**config.mk**
```make
export PLATFORM = sky130hd
export DESIGN_NAME = tqla_ctrl
export DESIGN_NICKNAME = d
export VERILOG_FILES = /design/src/tqla_pkg.sv /design/src/tqla_ctrl.sv
export SDC_FILE = /design/constraint.sdc
export NUM_CORES = 2
export LEC_CHECK = 0
export BUFFER_PORTS_ARGS = -buffer_cell sky130_fd_sc_hd__buf_4
export CAP_MARGIN = 20
export CORE_MARGIN = 3
export CORE_UTILIZATION = 45
export DETAILED_ROUTE_END_ITERATION = 12
export HOLD_SLACK_MARGIN = 0.15
export PLACE_DENSITY_LB_ADDON = 0.2
export SYNTH_ARGS = -nofsm -noshare
export SYNTH_HDL_FRONTEND = slang
export SYNTH_SLANG_ARGS = --single-unit
```
**constraint.sdc**
```tcl
create_clock -name clk -period 9.8 [get_ports clk]
set_input_delay 2.45 -clock clk [delete_from_list [all_inputs] [get_ports clk]]
set_output_delay 2.45 -clock clk [all_outputs]
set_load 0.02 [all_outputs]
```
**src/tqla_pkg.sv**
```systemverilog
// tqla_pkg: shared types and constants for the tabular q-learning agent
// no dependencies
package tqla_pkg;

  localparam int STATES   = 1024;
  localparam int ACTIONS  = 16;
  localparam int STATE_W  = $clog2(STATES);
  localparam int ACT_W    = $clog2(ACTIONS);
  localparam int ADDR_W   = STATE_W + ACT_W;
  localparam int DEPTH    = STATES * ACTIONS;
  localparam int Q_W      = 32;
  localparam int CFG_IDX_W = 3;
  localparam int CFG_DAT_W = 16;
  localparam int NACT_W   = 5;

  typedef enum logic [1:0] {
    OP_CHOOSE  = 2'd0,
    OP_UPDATE  = 2'd1,
    OP_END_EP  = 2'd2,
    OP_RESTART = 2'd3
  } op_t;

  typedef enum logic [2:0] {
    REG_LR       = 3'd0,
    REG_GAMMA    = 3'd1,
    REG_EXP_INIT = 3'd2,
    REG_EXP_MIN  = 3'd3,
    REG_EXP_STEP = 3'd4,
    REG_NACT     = 3'd5
  } cfg_reg_t;

  typedef enum logic [3:0] {
    ST_CLEAR,
    ST_IDLE,
    ST_SCAN,
    ST_SCAN_LAST,
    ST_RD_Q,
    ST_MUL_G,
    ST_SUM_T,
    ST_MUL_D,
    ST_WRITE,
    ST_OUT
  } state_t;

  // table port control from the sequencer
  typedef struct packed {
    logic              rd_en;
    logic [ADDR_W-1:0] rd_addr;
    logic              wr_en;
    logic [ADDR_W-1:0] wr_addr;
    logic [Q_W-1:0]    wr_data;
  } qmem_req_t;

endpackage

```
**src/tqla_ctrl.sv**
```systemverilog
// tqla_ctrl: sequencer that clears the table after reset, scans rows, runs the q update and manages exploration
// depends on tqla_pkg
module tqla_ctrl
  import tqla_pkg::*;
(
  input  logic                 clk,
  input  logic                 rst_n,
  input  logic [15:0]          lr,
  input  logic [15:0]          gamma,
  input  logic [15:0]          exp_init,
  input  logic [15:0]          exp_min,
  input  logic [15:0]          exp_step,
  input  logic [NACT_W-1:0]    nact_cfg,
  input  logic                 in_valid,
  output logic                 in_stall,
  input  logic [1:0]           in_action,
  input  logic [STATE_W-1:0]   in_state_index,
  input  logic [STATE_W-1:0]   in_from_state,
  input  logic [STATE_W-1:0]   in_next_state,
  input  logic [ACT_W-1:0]     in_taken_move,
  input  logic signed [15:0]   in_reward,
  input  logic                 in_episode_done,
  input  logic [15:0]          in_rand_value,
  input  logic [15:0]          in_rand_pick,
  output logic                 out_valid,
  input  logic                 out_stall,
  output logic [ACT_W-1:0]     out_chosen_move,
  output logic                 out_random_used,
  output logic signed [Q_W-1:0] out_q_written,
  output logic [15:0]          out_explore_now,
  output qmem_req_t            mreq,
  input  logic [Q_W-1:0]       mdata
);

  state_t state_r, state_nxt;

  logic                 is_upd_r;
  logic                 done_r;
  logic [STATE_W-1:0]   scan_row_r;
  logic [STATE_W-1:0]   upd_row_r;
  logic [ACT_W-1:0]     move_r;
  logic signed [15:0]   reward_r;
  logic [15:0]          rval_r, rpick_r;
  logic [ACT_W:0]       n_r;          // effective action count
  logic [ACT_W:0]       idx_r;        // next index to issue
  logic [ACT_W:0]       cmp_r;        // index of data arriving
  logic signed [Q_W-1:0] best_r;
  logic [ACT_W-1:0]     arg_r;
  logic signed [Q_W-1:0] q_old_r;
  logic signed [Q_W+16:0] g_r;        // gamma * m, wide
  logic signed [Q_W+17:0] t_r;
  logic signed [Q_W+34:0] d_r;
  logic [15:0]          explore_r;
  logic [ADDR_W-1:0]    clr_r;
  logic [4:0]           rem_r;        // rand_pick mod n, bit-serial remainder
  logic [4:0]           rbit_r;
  logic                 out_valid_r;
  logic [ACT_W-1:0]     o_move_r;
  logic                 o_rand_r;
  logic signed [Q_W-1:0] o_q_r;

  logic [ACT_W:0] n_eff;
  always_comb begin
    if (nact_cfg == '0) n_eff = (ACT_W+1)'(1);
    else if (nact_cfg > NACT_W'(ACTIONS)) n_eff = (ACT_W+1)'(ACTIONS);
    else n_eff = nact_cfg[ACT_W:0];
  end

  logic accept;
  assign accept   = in_valid && !in_stall;
  assign in_stall = (state_r != ST_IDLE) || out_valid_r;

  logic scan_last_issue;
  assign scan_last_issue = (idx_r + 1'b1 == n_r);

  logic signed [Q_W-1:0] mdata_s;
  assign mdata_s = mdata;

  // next bit of rand_pick shifted into the partial remainder
  logic       rp_bit;
  logic [5:0] rem_sh;
  assign rp_bit = rpick_r[rbit_r[3:0] - 4'd1];
  assign rem_sh = {1'b0, rem_r[3:0], rp_bit};

  // next state
  always_comb begin
    state_nxt = state_r;
    case (state_r)
      ST_CLEAR:     if (clr_r == ADDR_W'(DEPTH - 1)) state_nxt = ST_IDLE;
      ST_IDLE: begin
        if (accept) begin
          case (op_t'(in_action))
            OP_CHOOSE: state_nxt = ST_SCAN;
            OP_UPDATE: state_nxt = in_episode_done ? ST_WRITE : ST_SCAN;
            default:   state_nxt = ST_OUT;
          endcase
        end
      end
      ST_SCAN:      if (scan_last_issue) state_nxt = ST_SCAN_LAST;
      ST_SCAN_LAST: begin
        if (!is_upd_r) state_nxt = (rbit_r == 5'd0) ? ST_OUT : ST_SCAN_LAST;
        else state_nxt = ST_RD_Q;
      end
      ST_RD_Q:      state_nxt = ST_MUL_G;
      ST_MUL_G:     state_nxt = ST_SUM_T;
      ST_SUM_T:     state_nxt = ST_MUL_D;
      ST_MUL_D:     state_nxt = ST_WRITE;
      ST_WRITE:     state_nxt = ST_OUT;
      ST_OUT:       state_nxt = ST_IDLE;
      default:      state_nxt = ST_IDLE;
    endcase
  end

  // saturated new value
  logic signed [Q_W+35:0] nv_w;
  logic signed [Q_W-1:0]  nv_sat;
  always_comb begin
    nv_w = (Q_W+36)'(q_old_r) + (Q_W+36)'(d_r >>> 16);
    if (nv_w > (Q_W+36)'(32'sh7FFFFFFF)) nv_sat = 32'sh7FFFFFFF;
    else if (nv_w < -(Q_W+36)'(64'sh80000000)) nv_sat = 32'sh80000000;
    else nv_sat = nv_w[Q_W-1:0];
  end

  logic signed [Q_W-1:0] wval;
  assign wval = done_r ? {reward_r, 16'h0000} : nv_sat;

  // memory port outputs
  always_comb begin
    mreq = '0;
    case (state_r)
      ST_CLEAR: begin
        mreq.wr_en   = 1'b1;
        mreq.wr_addr = clr_r;
      end
      ST_SCAN: begin
        mreq.rd_en   = 1'b1;
        mreq.rd_addr = {scan_row_r, idx_r[ACT_W-1:0]};
      end
      ST_SCAN_LAST: begin
        mreq.rd_en   = is_upd_r;
        mreq.rd_addr = {upd_row_r, move_r};
      end
      ST_WRITE: begin
        mreq.wr_en   = 1'b1;
        mreq.wr_addr = {upd_row_r, move_r};
        mreq.wr_data = wval;
      end
      default: ;
    endcase
  end

  // best-so-far update from arriving data
  logic scan_data;
  assign scan_data = (state_r == ST_SCAN && idx_r != '0) || (state_r == ST_SCAN_LAST &&
                     cmp_r < n_r);

  always_ff @(posedge clk) begin
    if (!rst_n) begin
      state_r     <= ST_CLEAR;
      clr_r       <= '0;
      explore_r   <= 16'hFFFF;
      out_valid_r <= 1'b0;
    end else begin
      state_r <= state_nxt;
      if (state_r == ST_CLEAR) clr_r <= clr_r + 1'b1;
      if (out_valid_r && !out_stall) out_valid_r <= 1'b0;
      if (state_r == ST_OUT) out_valid_r <= 1'b1;
      if (accept && op_t'(in_action) == OP_END_EP) begin
        if (explore_r > exp_min)
          explore_r <= (explore_r > exp_step) ? explore_r - exp_step : 16'd0;
      end
      if (accept && op_t'(in_action) == OP_RESTART) explore_r <= exp_init;
    end
  end

  always_ff @(posedge clk) begin
    if (state_r == ST_IDLE && accept) begin
      is_upd_r   <= op_t'(in_action) == OP_UPDATE;
      done_r     <= in_episode_done;
      scan_row_r <= (op_t'(in_action) == OP_CHOOSE) ? in_state_index : in_next_state;
      upd_row_r  <= in_from_state;
      move_r     <= in_taken_move;
      reward_r   <= in_reward;
      rval_r     <= in_rand_value;
      rpick_r    <= in_rand_pick;
      n_r        <= n_eff;
      idx_r      <= '0;
      cmp_r      <= '0;
      rem_r      <= '0;
      rbit_r     <= 5'd16;
      o_move_r   <= '0;
      o_rand_r   <= 1'b0;
      o_q_r      <= '0;
    end
    if (state_r == ST_SCAN) idx_r <= idx_r + 1'b1;
    if (state_r == ST_SCAN && idx_r != '0) cmp_r <= cmp_r + 1'b1;
    if (state_r == ST_SCAN_LAST && cmp_r < n_r) cmp_r <= cmp_r + 1'b1;
    if (scan_data) begin
      if (cmp_r == '0 || mdata_s > best_r) begin
        best_r <= mdata_s;
        arg_r  <= cmp_r[ACT_W-1:0];
      end
    end
    // rand_pick mod n, one bit per cycle during the scan tail
    if ((state_r == ST_SCAN_LAST) && !is_upd_r && rbit_r != 5'd0) begin
      if (rem_sh >= {1'b0, n_r})
        rem_r <= 5'(rem_sh - {1'b0, n_r});
      else
        rem_r <= rem_sh[4:0];
      rbit_r <= rbit_r - 1'b1;
    end
    if (state_r == ST_MUL_G) begin
      q_old_r <= mdata_s;
      g_r     <= $signed({1'b0, gamma}) * best_r;
    end
    if (state_r == ST_SUM_T)
      t_r <= (Q_W+18)'($signed({reward_r, 16'h0000})) + (Q_W+18)'(g_r >>> 16)
             - (Q_W+18)'(q_old_r);
    if (state_r == ST_MUL_D) d_r <= $signed({1'b0, lr}) * t_r;
    if (state_r == ST_WRITE) o_q_r <= wval;
    if (state_r == ST_SCAN_LAST && !is_upd_r && rbit_r == 5'd0) begin
      if (rval_r < explore_r) begin
        o_move_r <= rem_r[ACT_W-1:0];
        o_rand_r <= 1'b1;
      end else begin
        o_move_r <= arg_r;
      end
    end
  end

  assign out_valid       = out_valid_r;
  assign out_chosen_move = o_move_r;
  assign out_random_used = o_rand_r;
  assign out_q_written   = o_q_r;
  assign out_explore_now = explore_r;

endmodule

```
======== Word-level counts from Yosys, hierarchy flattened ========
Index checks and enable logic that the tools add are counted.
storage, ports and cells
  flip-flop bits (word level) ............. 389
cells by class
  $lt $le $gt $ge ......................... 10
  muxes and demuxes ....................... 40
  $add $sub $neg .......................... 10
  reduce and logical (&&, ||, !) cells .... 35
  eq/ne operators ......................... 18
  multipliers ............................. 2
operators by type and width
  kind                     number
  $mux W32                 6
  $mux W16                 4
  $pmux W15 S2             2
  $add A32 B51 Y52         1
  $gt A52 B32 Y1 const B   1
  $lt A52 B32 Y1 const B   1
  $mul A17 B35 Y52         1
  $mul A17 B32 Y49         1
  $mux W4                  11
  $pmux W4 S9              1
  $mux W5                  7
  $sub A34 B32 Y35         1
  $add A32 B33 Y34         1
  $gt A16 B16 Y1           2
  $gt A32 B32 Y1           1
  $eq A4 B3 Y1 const B     4
  $lt A16 B16 Y1           1
  $sub A16 B16 Y16         1
  $logic_not A5 Y1         3
  $add A14 B1 Y14 const B  1
  $eq A14 B14 Y1 const B   1
  $reduce_bool A2 Y1       7
  $add A5 B1 Y5 const B    2
  $logic_and A1 B1 Y1      10
  28 further kinds         44

======== Longest topological paths before layout ========
  depth after elaboration ................. 8
  mapped depth ............................ 27
  mapped depth without buffers ............ 26

======== Worst setup path before layout ========
No wires, ideal clock.
  path type ............................... in2reg
  from .................................... input gamma[2]
  to ...................................... register g_r[45] (data pin)
  stages .................................. 23
  data arrival time ....................... 8382 ps
  data required time ...................... 9541 ps
  slack ................................... 1159 ps
  cell sequence ........................... clkbuf_1 > nand2_1 > fa_1 > fa_1 > fa_1 > inv_1 > fa_1 > fa_1 > inv_1 > fa_1 > inv_1 > ha_1 > a21o_1 > a21o_1 > a21oi_1 > o21ai_0 > or3b_2 > o31ai_1 > a31oi_1 > a41o_1 > a21o_1 > a21o_1 > xor2_1
on the way
  cells in the longest elaborated chain, start to end .. 1
RTL lines
  what                    RTL line          source
  start: declaration      tqla_ctrl.sv:9    input logic [15:0] gamma,
  $mul A17 B32 Y49        tqla_ctrl.sv:214  g_r <= $signed({1'b0, gamma}) * best_r;
  end signal: assignment  tqla_ctrl.sv:214
  end: declaration        tqla_ctrl.sv:50   logic signed [Q_W+16:0] g_r;
Every way passes these cells.
A chain may end at the register's enable or synchronous reset.

======== Worst setup path in the final report ========
  from .................................... input gamma[2]
  to ...................................... register g_r[48] (data pin)
The elaborated chain is that of the path after synthesis.

==> impl_metrics.toml <==
[clocking]
clockBufferDepth = 3
cts.clk_slew.worst_paths_ns = 0.06
cts_inserted_buffers = 42
ctsRootBufferMaster = "clkbuf_16"
post_cts_resize_count = 0
holdBufCountCts = 0
tritoncts = "yes"
insertion_delay_ns = 0.61
clock_sinks = 342
cts.htree.levels = 2
cts_setup_buffers = 0

[drt]
dr.pass1.iters = 5
vias_per_cell = 5.20
wl_um = 155000
wire_per_inst_um = 20.5
wl_met1_um = 68400
ant_nets = 0
drtIter0Drc = 2379
wl_met2_um = 72500
vias = 39200
topRoutingLayerUsed = "met4"
drc_errors = 0
dr_wl_met3_um = 9770

[synthesis]
syn_avg_cell_area_um2 = 9.61
synth-edff-count = 306
synth.most_common_cell = "inv_1"
synth_area_leaders = "fa_1 38%, edfxtp_1 17%, ha_1 9.5%"
yosysWarnings = 0
synthDistinctLibCells = 78
seq_area_frac_synth_pct = 18.1
yosysTopAreaCell = "fa_1"
synthesis.nets = 7368
syn_area_um2 = 54900
postSynthCellCount = 5708
yosys_register_bits = 342
yosysTopAreaCellShare_pct = 37.8
async_reset_ff_share_pct = 0
synthTopCellsByCount = "1365 x inv_1, 1037 x fa_1, 808 x nand2_1"
ys.flop_type = "edfxtp_1"

[power]
p_switching_mw = 6.70
comb_power_share_pct = 72.7
p_seq_share_pct = 15.7
clkPwrFrac_pct = 11.6
p_per_area_nw_per_um2 = 239
irDropWorstVdd_v = 0.000212
swShare_pct = 46.5
p_leak_nw = 29.8
power.internal_mw = 7.72

[sta]
post-route-period-util_pct = 91.0
skew_ns = 0.0355
finalMaxSlewViolations = 0
setup_violations = 0
setup_slack_ns = 0.884
hold_slack_ns = 0.472
rsz0062_at_grt = "no"
final-hold-violation-count = 0
setup_tns_ns = 0
period_minus_slack_ns = 8.92
worstMarginPinSlew_ns = 1.07
max_freq_ghz = 0.112
max_slew_margin_pct = 29.0

[floorplan]
core.rowCount = 127
initial_core_util_pct = 45.6
core_um2 = 120000
die_w_um = 355
die_y_um = 355
die_area_um2 = 126000
ios = 323

[setup_path]
timing.rr.start = "best_r[21]"
r2r-end = "g_r[48]"
reg2reg_setup_slack_ns = 2.07
crit_slowest_cell = "fa_1"
cp_data_required_time_ns = 10.15
critPathMaxStageDelay_ns = 0.55
path_buf_inv = 6
critPathKind = "in2reg"
r2r_cells = 24
cp_common_cell = "fa_1"
end_kind = "flip-flop"
cp.depth = 26
cp-start-kind = "input pin"
crit_family = "adder cells"
worstPathArrival_ns = 9.26
critPathMaxFanout = 27

[status]
status = "complete, no violations"

[global_route]
grt_max_degree = 81
grt_pass1_vias = 41900
gr-total-overflow = 0
track_usage_pct = 25.1
antenna_found_initial = 4
grt_pass1_wl_um = 246000

[placed_design]
gp_congestion = 0.907
pre_cts_ws_ns = 0.312
dp_hpwl_um = 122000
io_buffers = 322

[hold_path]
holdCritPathClass = "reg2reg"
min-delay-start = "out_random_used"
holdPathEnd = "out_random_used"
min_path_cells = 2

[layout]
area_growth_pct = 9.95
fin_nets = 7561
drive_gt1_share_pct = 8.16
fillers = 11400

[run]
drv_cap = 0
sequential cells by signal, indices dropped and copies added (netlist names), 10 cells and up:
signal           count
scan_row_r          10
q_old_r             32
out_q_written       32
reward_r            16
g_r                 33
out_explore_now     16
upd_row_r           10
clr_r               14
t_r                 35
rpick_r             16
d_r                 36
best_r              32
rval_r              16
cell type report:
class                      instances  area (µm²)  share of cell area (%)
multi-input combinational       3786       39000                    64.7
clock buffer                      55        1150                    1.91
tap                             1612        2020                    3.34
timing repair buffer             364        2730                    4.53
inverter                        1365        5120                    8.49
clock inverter                    23         355                   0.589
sequential                       342        9910                    16.4
antenna                            3        7.51                  0.0124
cells by family (layout without fill, tap and decap cells):
logic type / count (synthesis) / in the layout / synth area share, %
buffers and inverters: 1580 / 1807 / 10.8
and+or+nand+nor: 1572 / 1572 / 13.5
adders and majority gates: 1454 / 1454 / 47.3
AOI/OAI and AO/OA: 550 / 550 / 6.68
DFF: 342 / 342 / 18.1
xor gates and xnor gates: 172 / 172 / 2.75
muxes: 38 / 38 / 0.812
other: 0 / 3 / 0
how the worst max path moves through the flow:
| stage | slack, ns | end | from |
|---|---|---|---|
| floorplan | 1.16 | g_r[45] | gamma[2] |
| global placement | 0.37 | g_r[48] | gamma[11] |
| detailed placement | 0.31 | g_r[48] | gamma[11] |
| CTS | 0.95 | g_r[48] | gamma[3] |
| global route | 0.55 | g_r[48] | gamma[11] |
| finish | 0.88 | g_r[48] | gamma[2] |
power groups by stage:
| stage | logic [mW] | clock network, mW | registers, mW |
|---|---|---|---|
| after floorplan | 7.69 | 0 | 2.30 |
| after global placement | 10.3 | 0 | 2.29 |
| after detailed placement | 10.3 | 0 | 2.30 |
| after CTS | 10.5 | 1.71 | 2.26 |
| after global routing | 12.0 | 1.77 | 2.27 |
| final | 10.5 | 1.68 | 2.27 |
layer usage:
layer	vias up	global-route usage (%)
met1	20000	35.8
li1	17800	-
met2	1243	40.4
met3	190	3.38
met4	0	6.62
met5	-	0
tightest hold or removal path, stage by stage (launching register included):
cell	delay (ns)
dfxtp_1	0.33
nand2_1	0.05
o21ai_0	0.06
metrics by stage:
stage	area, µm²	utilization (%)	power, mW	instances
finish	60300	50.1	14.4	7550
floorplan	54900	-	10.0	5708
detailed placement	58800	48.8	12.6	7469
global route	60300	50.1	16.0	7550
CTS	60300	50.1	14.5	7547
global placement	58800	48.8	12.6	7469
cells in the final DEF, fill, tap and decap left out, drive strengths merged, types with 6 or more instances in the layout:
cell / instances
a211oi: 19
a21boi: 11
a21o: 90
a21oi: 138
a221oi: 11
a22o: 13
a31oi: 14
and2: 396
and3: 22
and4: 10
buf: 364
bufinv: 6
clkbuf: 55
clkinv: 15
dfxtp: 36
edfxtp: 306
fa: 1037
ha: 417
inv: 1365
mux2: 12
mux2i: 22
nand2: 809
nand2b: 21
nand3: 41
nand4: 26
nor2: 140
nor2b: 26
nor3: 35
o2111ai: 12
o211ai: 25
o21a: 35
o21ai: 118
o21bai: 17
or2: 8
or3: 16
xnor2: 106
xor2: 66
(Power assumes the default switching activity.)
